File: config.mk
export PLATFORM = sky130hd
export DESIGN_NAME = min_max_bucket_decimator_core
export DESIGN_NICKNAME = d
export VERILOG_FILES = /design/src/hdl/mmbd_pkg.sv /design/src/hdl/mmbd_divider.sv /design/src/hdl/mmbd_tracker.sv /design/src/hdl/mmbd_out_buf.sv /design/src/hdl/min_max_bucket_decimator_core.sv
export VERILOG_INCLUDE_DIRS = /design/src /design/src/hdl
export SDC_FILE = /design/constraint.sdc
export NUM_CORES = 1
export LEC_CHECK = 0
export ABC_CLOCK_PERIOD_IN_PS = 11850
export BUFFER_PORTS_ARGS = -buffer_cell sky130_fd_sc_hd__buf_4
export CORE_ASPECT_RATIO = 1.25
export CORE_MARGIN = 2
export CORE_UTILIZATION = 65
export DETAILED_ROUTE_END_ITERATION = 8
export HOLD_SLACK_MARGIN = 0.05
export PLACE_DENSITY = 0.85
export SETUP_SLACK_MARGIN = 0.3
export SLEW_MARGIN = 0
export SYNTH_ARGS = -nofsm -noshare
export SYNTH_HDL_FRONTEND = slang
export SYNTH_SLANG_ARGS = --single-unit
File: constraint.sdc
create_clock -name clk -period 11.85 [get_ports clk]
set_input_delay 1.185 -clock clk [delete_from_list [all_inputs] [get_ports clk]]
set_output_delay 1.185 -clock clk [all_outputs]
set_load 0.005 [all_outputs]
File: src/hdl/assert_macros.svh
// ----------------------------------------------------------------------------
// Assertion macros
// Clocked property checks on clk with rst as disable; empty in synthesis.
// ----------------------------------------------------------------------------
`ifndef ASSERT_MACROS_SVH
`define ASSERT_MACROS_SVH
`ifndef SYNTHESIS
// Check a full property expression every clock.
`define ASSERT_CLK(label, prop, msg) \
  label: assert property (@(posedge clk) disable iff (rst) prop) else $error(msg);
// Check that a condition implies a consequence in the same cycle.
`define ASSERT_IMPL(label, ante, cons, msg) \
  label: assert property (@(posedge clk) disable iff (rst) (ante) |-> (cons)) \
    else $error(msg);
`else
`define ASSERT_CLK(label, prop, msg)
`define ASSERT_IMPL(label, ante, cons, msg)
`endif
`endif

File: src/hdl/mmbd_pkg.sv
// ----------------------------------------------------------------------------
// Min/max bucket decimator package
// Widths, reset constants, register indexes and beat types.
// ----------------------------------------------------------------------------
package mmbd_pkg;

  localparam int COUNT_BITS     = 16;
  localparam int VALUE_BITS     = 32;
  localparam int TIME_BITS      = 48;
  localparam int MAX_BITS       = 12;
  localparam int BUCKET_DIV     = 2;
  localparam int BUCKET_BITS    = MAX_BITS - 1;
  localparam int STEP_BITS      = $clog2(COUNT_BITS);
  localparam int CFG_INDEX_BITS = 4;
  localparam int CFG_DATA_BITS  = 16;

  localparam int TOTAL_RESET    = 1;
  localparam int MAX_RESET      = 1024;
  localparam int RESET_BUCKETS  = MAX_RESET / BUCKET_DIV;
  localparam int QUOT_RESET     = TOTAL_RESET / RESET_BUCKETS;
  localparam int REM_RESET      = TOTAL_RESET % RESET_BUCKETS;

  typedef enum logic [CFG_INDEX_BITS-1:0] {
    REG_TOTAL_POINTS = CFG_INDEX_BITS'(0),
    REG_MAX_POINTS   = CFG_INDEX_BITS'(1)
  } cfg_reg_t;

  typedef enum logic [1:0] {
    EMIT_NONE,
    EMIT_ONE,
    EMIT_TWO
  } emit_count_t;

  typedef struct packed {
    logic [TIME_BITS-1:0]         point_time;
    logic signed [VALUE_BITS-1:0] point_value;
  } point_t;

  typedef struct packed {
    logic [TIME_BITS-1:0]         out_time;
    logic signed [VALUE_BITS-1:0] out_value;
    logic                         run_last;
  } result_t;

  typedef struct packed {
    logic [COUNT_BITS-1:0]  total_points;
    logic [MAX_BITS-1:0]    max_points;
    logic [BUCKET_BITS-1:0] buckets;
  } cfg_t;

  typedef struct packed {
    logic [COUNT_BITS-1:0]  quot;
    logic [BUCKET_BITS-1:0] rem;
    logic                   busy;
    logic                   done;
  } div_status_t;

  typedef struct packed {
    emit_count_t count;
    result_t     first;
    result_t     second;
  } emit_t;

  // Bucket count is half of max_points, never below one.
  function automatic logic [BUCKET_BITS-1:0] bucket_count(input logic [MAX_BITS-1:0] max_pts);
    logic [MAX_BITS-1:0] half;
    half = MAX_BITS'(max_pts / BUCKET_DIV);
    return (half == '0) ? BUCKET_BITS'(1) : half[BUCKET_BITS-1:0];
  endfunction

endpackage

File: src/hdl/mmbd_divider.sv
// ----------------------------------------------------------------------------
// Boundary divider
// Restoring radix-2 divider, one quotient bit per cycle, for total/buckets.
// ----------------------------------------------------------------------------
`include "assert_macros.svh"

module mmbd_divider
  import mmbd_pkg::*;
(
  input  logic                   clk,
  input  logic                   rst,
  input  logic                   start,
  input  logic [COUNT_BITS-1:0]  dividend,
  input  logic [BUCKET_BITS-1:0] divisor,
  output div_status_t            status
);

  logic [COUNT_BITS-1:0]  quot;
  logic [BUCKET_BITS-1:0] rem;
  logic [STEP_BITS-1:0]   step;
  logic                   busy;
  logic                   done;
  logic [BUCKET_BITS:0]   trial;
  logic                   fits;

  always_comb begin
    trial = {rem, quot[COUNT_BITS-1]};
    fits  = trial >= {1'b0, divisor};
  end

  always_ff @(posedge clk) begin
    if (rst) begin
      quot <= COUNT_BITS'(QUOT_RESET);
      rem  <= BUCKET_BITS'(REM_RESET);
      step <= '0;
      busy <= 1'b0;
      done <= 1'b0;
    end else begin
      done <= 1'b0;
      if (start) begin
        quot <= dividend;
        rem  <= '0;
        step <= STEP_BITS'(COUNT_BITS - 1);
        busy <= 1'b1;
      end else if (busy) begin
        // shift the next quotient bit in, the next dividend bit out
        quot <= {quot[COUNT_BITS-2:0], fits};
        rem  <= fits ? BUCKET_BITS'(trial - {1'b0, divisor}) : trial[BUCKET_BITS-1:0];
        if (step == '0) begin
          busy <= 1'b0;
          done <= 1'b1;
        end else begin
          step <= step - STEP_BITS'(1);
        end
      end
    end
  end

  assign status = '{quot: quot, rem: rem, busy: busy, done: done};

  `ASSERT_IMPL(a_done_follows_busy, done, $past(busy), "divider done without a division")

endmodule

File: src/hdl/mmbd_tracker.sv
// ----------------------------------------------------------------------------
// Bucket tracker
// Position counter, boundary accumulator and min/max of the open bucket.
// ----------------------------------------------------------------------------
`include "assert_macros.svh"

module mmbd_tracker
  import mmbd_pkg::*;
(
  input  logic        clk,
  input  logic        rst,
  input  logic        fire,
  input  point_t      pt,
  input  cfg_t        cfg,
  input  div_status_t div,
  output emit_t       emit
);

  logic [COUNT_BITS-1:0]        points_seen, points_seen_next;
  logic [COUNT_BITS-1:0]        bucket_end, bucket_end_next;
  logic [BUCKET_BITS-1:0]       boundary_remainder, boundary_remainder_next;
  logic                         bucket_open, bucket_open_next;
  logic signed [VALUE_BITS-1:0] min_value, min_value_next;
  logic signed [VALUE_BITS-1:0] max_value, max_value_next;
  logic [TIME_BITS-1:0]         min_time, min_time_next;
  logic [TIME_BITS-1:0]         max_time, max_time_next;
  logic [COUNT_BITS-1:0]        min_position, min_position_next;
  logic [COUNT_BITS-1:0]        max_position, max_position_next;

  logic                         passthrough;
  logic                         take_min;
  logic                         take_max;
  logic                         bucket_done;
  logic                         run_done;
  logic                         wrap;
  logic [COUNT_BITS-1:0]        seen_inc;
  logic [COUNT_BITS-1:0]        end_sum;
  logic [BUCKET_BITS:0]         rem_sum;
  result_t                      min_beat;
  result_t                      max_beat;

  always_comb begin
    passthrough = cfg.total_points <= COUNT_BITS'(cfg.max_points);
    seen_inc    = points_seen + COUNT_BITS'(1);
    run_done    = seen_inc >= cfg.total_points;
    bucket_done = seen_inc >= bucket_end;
    take_min    = !bucket_open || ($signed(pt.point_value) < $signed(min_value));
    take_max    = !bucket_open || ($signed(pt.point_value) > $signed(max_value));

    min_value_next    = take_min ? pt.point_value : min_value;
    min_time_next     = take_min ? pt.point_time  : min_time;
    min_position_next = take_min ? points_seen    : min_position;
    max_value_next    = take_max ? pt.point_value : max_value;
    max_time_next     = take_max ? pt.point_time  : max_time;
    max_position_next = take_max ? points_seen    : max_position;

    // advance the boundary by quotient, carry the remainder
    rem_sum = {1'b0, boundary_remainder} + {1'b0, div.rem};
    wrap    = rem_sum >= {1'b0, cfg.buckets};
    end_sum = bucket_end + div.quot + COUNT_BITS'(wrap);

    min_beat = '{out_time: min_time_next, out_value: min_value_next, run_last: 1'b1};
    max_beat = '{out_time: max_time_next, out_value: max_value_next, run_last: 1'b1};

    emit.count  = EMIT_NONE;
    emit.first  = min_beat;
    emit.second = max_beat;
    if (passthrough) begin
      emit.count = EMIT_ONE;
      emit.first = '{out_time: pt.point_time, out_value: pt.point_value, run_last: 1'b1};
    end else if (bucket_done) begin
      if (min_position_next == max_position_next) begin
        emit.count = EMIT_ONE;
      end else if (min_position_next < max_position_next) begin
        emit.count          = EMIT_TWO;
        emit.first.run_last = 1'b0;
      end else begin
        emit.count           = EMIT_TWO;
        emit.first           = max_beat;
        emit.first.run_last  = 1'b0;
        emit.second          = min_beat;
      end
    end

    points_seen_next        = points_seen;
    bucket_end_next         = bucket_end;
    boundary_remainder_next = boundary_remainder;
    bucket_open_next        = bucket_open;
    if (fire) begin
      points_seen_next = seen_inc;
      if (!passthrough) begin
        bucket_open_next = 1'b1;
        if (bucket_done) begin
          bucket_end_next         = end_sum;
          boundary_remainder_next = wrap ? BUCKET_BITS'(rem_sum - {1'b0, cfg.buckets})
                                         : rem_sum[BUCKET_BITS-1:0];
          bucket_open_next        = 1'b0;
        end
      end
    end
    // restart the run at its end or once new boundaries are ready
    if ((fire && run_done) || div.done) begin
      points_seen_next        = '0;
      bucket_end_next         = div.quot;
      boundary_remainder_next = div.rem;
      bucket_open_next        = 1'b0;
    end
  end

  always_ff @(posedge clk) begin
    if (rst) begin
      points_seen        <= '0;
      bucket_end         <= COUNT_BITS'(QUOT_RESET);
      boundary_remainder <= BUCKET_BITS'(REM_RESET);
      bucket_open        <= 1'b0;
    end else begin
      points_seen        <= points_seen_next;
      bucket_end         <= bucket_end_next;
      boundary_remainder <= boundary_remainder_next;
      bucket_open        <= bucket_open_next;
    end
  end

  always_ff @(posedge clk) begin
    if (fire && !passthrough) begin
      min_value    <= min_value_next;
      min_time     <= min_time_next;
      min_position <= min_position_next;
      max_value    <= max_value_next;
      max_time     <= max_time_next;
      max_position <= max_position_next;
    end
  end

  `ASSERT_IMPL(a_pass_one_beat, fire && passthrough, emit.count == EMIT_ONE,
               "pass-through point must give exactly one beat")
  `ASSERT_CLK(a_close_on_emit, fire && !passthrough && bucket_done |=> !bucket_open,
              "bucket still open after its end")

endmodule

File: src/hdl/mmbd_out_buf.sv
// ----------------------------------------------------------------------------
// Result buffer
// Two-slot output register; holds both beats of a closing bucket.
// ----------------------------------------------------------------------------
`include "assert_macros.svh"

module mmbd_out_buf
  import mmbd_pkg::*;
(
  input  logic    clk,
  input  logic    rst,
  input  logic    push,
  input  emit_t   emit,
  output logic    space,
  output logic    res_valid,
  input  logic    res_ready,
  output result_t res_data
);

  emit_count_t fill;
  result_t     head;
  result_t     tail;
  logic        pop;

  assign res_valid = fill != EMIT_NONE;
  assign res_data  = head;
  assign pop       = res_valid && res_ready;
  // take new beats only when the buffer drains empty this cycle
  assign space     = (fill == EMIT_NONE) || ((fill == EMIT_ONE) && res_ready);

  always_ff @(posedge clk) begin
    if (rst) begin
      fill <= EMIT_NONE;
    end else if (push) begin
      fill <= emit.count;
    end else if (pop) begin
      fill <= (fill == EMIT_TWO) ? EMIT_ONE : EMIT_NONE;
    end
  end

  always_ff @(posedge clk) begin
    if (push) begin
      head <= emit.first;
      tail <= emit.second;
    end else if (pop) begin
      head <= tail;
    end
  end

  `ASSERT_CLK(a_pair_head_not_last, push && emit.count == EMIT_TWO |=> res_valid && !res_data.run_last,
              "first beat of a pair flagged as last")

endmodule

File: src/hdl/min_max_bucket_decimator_core.sv
// ----------------------------------------------------------------------------
// Min/max bucket decimator core
// Peak-detect decimation of a (time, value) point stream into min/max pairs.
// ----------------------------------------------------------------------------
// Usage:
//   pt channel  : one point per beat (48-bit time, signed Q21.10 value).
//   res channel : emitted points; run_last marks the last beat caused by a point.
//   cfg channel : register writes, index 0 = total_points, index 1 = max_points.
//   With total_points <= max_points every point passes through unchanged.
//   Otherwise the run is cut into max_points/2 buckets and each closing bucket
//   emits its first minimum and first maximum in time order (one beat if same).
// Timing:
//   A point is registered into the result buffer at acceptance; its first beat
//   shows in the cycle after. One point per cycle is sustained while res_ready
//   is high and no write is pending; a bucket that closes with two beats holds
//   pt_ready low until its first beat is taken. A register write restarts the
//   run and reruns the boundary divider (one quotient bit a cycle) with pt_ready low.
// Reset: registers return to total_points = 1, max_points = 1024 with the
//   boundaries preset; points are taken from the first cycle after reset.
// Stall: while res_ready is low, results hold and pt_ready falls once the
//   buffer cannot take a further point.
// ----------------------------------------------------------------------------
`include "assert_macros.svh"

module min_max_bucket_decimator_core
  import mmbd_pkg::*;
(
  input  logic                      clk,
  input  logic                      rst,
  input  logic                      pt_valid,
  output logic                      pt_ready,
  input  point_t                    pt_data,
  output logic                      res_valid,
  input  logic                      res_ready,
  output result_t                   res_data,
  input  logic                      cfg_valid,
  output logic                      cfg_ready,
  input  logic [CFG_INDEX_BITS-1:0] cfg_index,
  input  logic [CFG_DATA_BITS-1:0]  cfg_data
);

  logic [COUNT_BITS-1:0] total_points;
  logic [MAX_BITS-1:0]   max_points;
  logic                  div_start;
  logic                  cfg_fire;
  logic                  pt_fire;
  logic                  space;
  cfg_t                  cfg;
  div_status_t           div;
  emit_t                 emit;

  // Registers are always writable; a write only restarts the run.
  assign cfg_ready = 1'b1;
  assign cfg_fire  = cfg_valid && cfg_ready;

  always_ff @(posedge clk) begin
    if (rst) begin
      total_points <= COUNT_BITS'(TOTAL_RESET);
      max_points   <= MAX_BITS'(MAX_RESET);
      div_start    <= 1'b0;
    end else begin
      div_start <= 1'b0;
      if (cfg_fire) begin
        unique case (cfg_reg_t'(cfg_index))
          REG_TOTAL_POINTS: begin
            total_points <= cfg_data[COUNT_BITS-1:0];
            div_start    <= 1'b1;
          end
          REG_MAX_POINTS: begin
            max_points <= cfg_data[MAX_BITS-1:0];
            div_start  <= 1'b1;
          end
          default: begin
            // drop writes beyond the register list
          end
        endcase
      end
    end
  end

  assign cfg = '{total_points: total_points,
                 max_points:   max_points,
                 buckets:      bucket_count(max_points)};

  // Hold off points while boundaries are recomputed and the run restarts.
  assign pt_ready = space && !div_start && !div.busy && !div.done;
  assign pt_fire  = pt_valid && pt_ready;

  mmbd_divider u_divider (
    .clk      (clk),
    .rst      (rst),
    .start    (div_start),
    .dividend (cfg.total_points),
    .divisor  (cfg.buckets),
    .status   (div)
  );

  mmbd_tracker u_tracker (
    .clk  (clk),
    .rst  (rst),
    .fire (pt_fire),
    .pt   (pt_data),
    .cfg  (cfg),
    .div  (div),
    .emit (emit)
  );

  mmbd_out_buf u_out_buf (
    .clk       (clk),
    .rst       (rst),
    .push      (pt_fire),
    .emit      (emit),
    .space     (space),
    .res_valid (res_valid),
    .res_ready (res_ready),
    .res_data  (res_data)
  );

  `ASSERT_CLK(a_cfg_blocks_points, cfg_fire && (cfg_index == REG_TOTAL_POINTS || cfg_index == REG_MAX_POINTS) |=> !pt_ready,
              "point accepted right after a register write")

endmodule
==> flow_summary.ini <==
[yosys]
synth-main-ff-cell = edfxtp_1
synth_compound_area_share_pct = 15.2
synthTopCellsByCount = edfxtp_1 (353), mux2_2 (227), ha_1 (172)
yosys.area.top_type_share_pct = 40.9
ys_ff_latch = 461
synthAdderAreaFrac_pct = 8.70
synth-simple-area-share_pct = 8.47
syn-instance-count = 2222
synth_top_area_cell = edfxtp_1
syn_nets = 2504
synth_top_family_by_area = compound AO/OA/AOI/OAI gates
syn_area_um2 = 25900
synthArstFlopShare_pct = 0
synth.area.mux_share_pct = 11.7
synth_cell_types = 72
synth_xor_area_share_pct = 2.13
synth_most_common_cell = edfxtp_1
synth_area_leaders = edfxtp_1 (41%), mux2_2 (9.9%), dfxtp_1 (8.4%)
synth_seq_area_share_pct = 49.3
synth-edff-count = 353
syn_area_per_cell_um2 = 11.7
ys_warn_count = 0

[clock_network]
cts.sinks = 461
ctsHoldBuffers = 0
post_cts_resized = 0
cts_setup_buffers = 0
clk_pin_slew_ps = 60
clockBufferDepth = 3
cts_made_buffers = 45
clock_latency_ps = 580
cts_root_buf = clkbuf_16
cts_max_level = 2
cts_tree = built

[run]
cap_viol_max_count = 0

[worst_setup_path]
crit_fanout = 56
cp_slowest_cell = buf_4
path_class = primary input to register
worstPathArrival_ps = 7470
worstPathCellList = buf_4 -> ha_1 -> nand4_1 -> nor4_1 -> a211oi_1 -> nor2_4 -> mux2i_1 -> ha_1 -> nand4_1 -> nor4_1 -> a221o_1 -> o21a_1 -> nor3b_2 -> buf_4 -> nand2_1 -> nor2_4 -> buf_4 -> a221o_1
critical_path.most_common_cell = buf_4
cp.required_ps = 12290
cp-start-kind = primary input
slowest_delay_ps = 740
crit_path_end_kind = register

[floorplan]
fp.dieH_um = 227
core_area_um2 = 39200
std_cell_rows = 81
die_area_um2 = 41500
initial_core_util_pct = 66.0
ioPinCount = 189
dieWidth_um = 183

[global_routing]
grt_overflow_total = 0
track_usage_pct = 30.3
grt_pass1_vias = 19742
antenna_found_initial = 2
grt_pass1_wl_mm = 101
grt_max_degree = 102

[routing]
ant_nets = 0
drt_pass1_iterations = 5
wl_mm = 63.8
drt-wirelength-per-cell_um = 22.1
route.detailed.drc = 0
drt_iter0_drc = 1797
viasPerCell = 6.70
dr_total_vias = 19328

[timing]
tns_ps = 0
setup_viol = 0
hold_viol = 0
slew_headroom_pct = 24.7
min_period_over_period_pct = 59.3
rsz0062_at_grt = no
fin_worst_skew_ps = 22.8
period_minus_slack_ps = 7030
max_freq_mhz = 142
slew_viol_final = 0
worst_slew_pin_slew_ps = 1130

[run_status]
outcome = completed

[power_and_ir_drop]
p_per_area_nw_per_um2 = 138
p_leak_nw = 11.9
peakVddDrop_uv = 118
p_total_mw = 4.02

[layout]
drive_above_1_share_pct = 22.4
n_antenna_cell = 0
area_growth_pct = 12.4
fin_nets = 2632

[placed_design]
port_buffers = 187
hpwlAfterDp_mm = 40.7
place.gp.congestion = 0.879

[min_path]
hold_path.class = register to register
[critical path: cells and delay by family]
kind / cells / cell delay [ps]
AND/OR/NAND/NOR: 8 / 2890
buffers and inverters: 3 / 1400
AO/OA/AOI/OAI: 4 / 910
adder cells (fa/ha/maj): 2 / 720
multiplexers: 1 / 260
[logic make-up (layout without fill, tap and decap cells)]
logic type / Yosys count / in the layout
buf+inv: 293 / 458
xor+xnor: 63 / 63
fa+ha+maj: 177 / 177
simple gates: 427 / 427
flops: 461 / 461
mux: 273 / 273
other cells: 1 / 1
compound gates: 527 / 527
[final cells by class]
type | count | area, um2
repair buffers | 208 | 1560
multi-input cells | 1468 | 12000
inverters | 166 | 633
clock inverters | 35 | 327
fillers | 2468 | 10100
well taps | 498 | 623
clock buffers | 49 | 1170
flip-flops and latches | 461 | 12800
[per-stage QoR]
| step | utilization [%] | instances | area [um2] | worst slack, ps | hold slack [ps] |
|---|---|---|---|---|---|
| CTS | 74.2 | 2885 | 29100 | 4940 | 461 |
| global placement | 70.4 | 2801 | 27600 | 4480 | 452 |
| detailed placement | 70.4 | 2801 | 27600 | 4380 | 453 |
| global route | 74.2 | 2885 | 29100 | 4430 | 510 |
| finish | 74.2 | 2885 | 29100 | 4820 | 462 |
| floorplan | - | 2222 | 25900 | 5300 | 436 |
[where the power goes]
group          internal, mW  leakage, nW  switching [mW]  total [mW]
Sequential             1.86         4.17          0.0480        1.91
Combinational         0.295         6.97           0.351       0.647
Clock                 0.829        0.727           0.634        1.46
[placed cells by master, fill, tap and decap left out, types with 28 or more instances in the layout]
cell	synthesis	final
edfxtp_1	353	353
mux2_2	227	227
buf_4	4	208
ha_1	172	172
inv_1	165	164
a221o_1	160	160
nand2_1	111	111
dfxtp_1	108	108
a21oi_1	106	104
and3_1	90	90
o21ai_0	85	85
nor2_1	81	79
mux2i_1	46	46
clkbuf_16	0	46
a211oi_1	43	43
xor2_1	35	35
nor2b_1	31	31
xnor2_1	28	28
[path summary, 6_finish.rpt]
check                           cells after the start                     from                endpoint  slack [ps]
worst max-delay path                               18              pt_data[31]  u_out_buf.res_data[24]        4820
worst min-delay path                                2         total_points[14]        total_points[14]         460
worst max register to register                     18  u_tracker.max_value[27]  u_out_buf.res_data[24]        5150
worst min register to register                      2         total_points[14]        total_points[14]         460
[flip-flops by register name (all words and copies together) (netlist names)]
name	cells
u_tracker.bucket_open	1
total_points	16
u_tracker.min_time	48
div_start	1
u_out_buf.tail	80
u_tracker.boundary_remainder	11
u_out_buf.fill	2
max_points	12
u_divider.busy	1
u_divider.rem	11
u_divider.quot	16
u_tracker.min_value	32
u_tracker.max_position	16
u_divider.done	1
u_out_buf.res_data	81
u_tracker.min_position	16
u_tracker.points_seen	16
u_tracker.max_value	32
u_tracker.max_time	48
u_tracker.bucket_end	16
u_divider.step	4
[layer usage]
layer	global-route usage [%]	vias to the layer above	part of all wire [%]
met5	0	-	0.020
met4	14.8	2	4.3
met1	35.4	9471	37
met3	4.03	200	6.8
met2	55.0	858	52
li1	-	8797	-
Power figures use the tool's default switching activity.
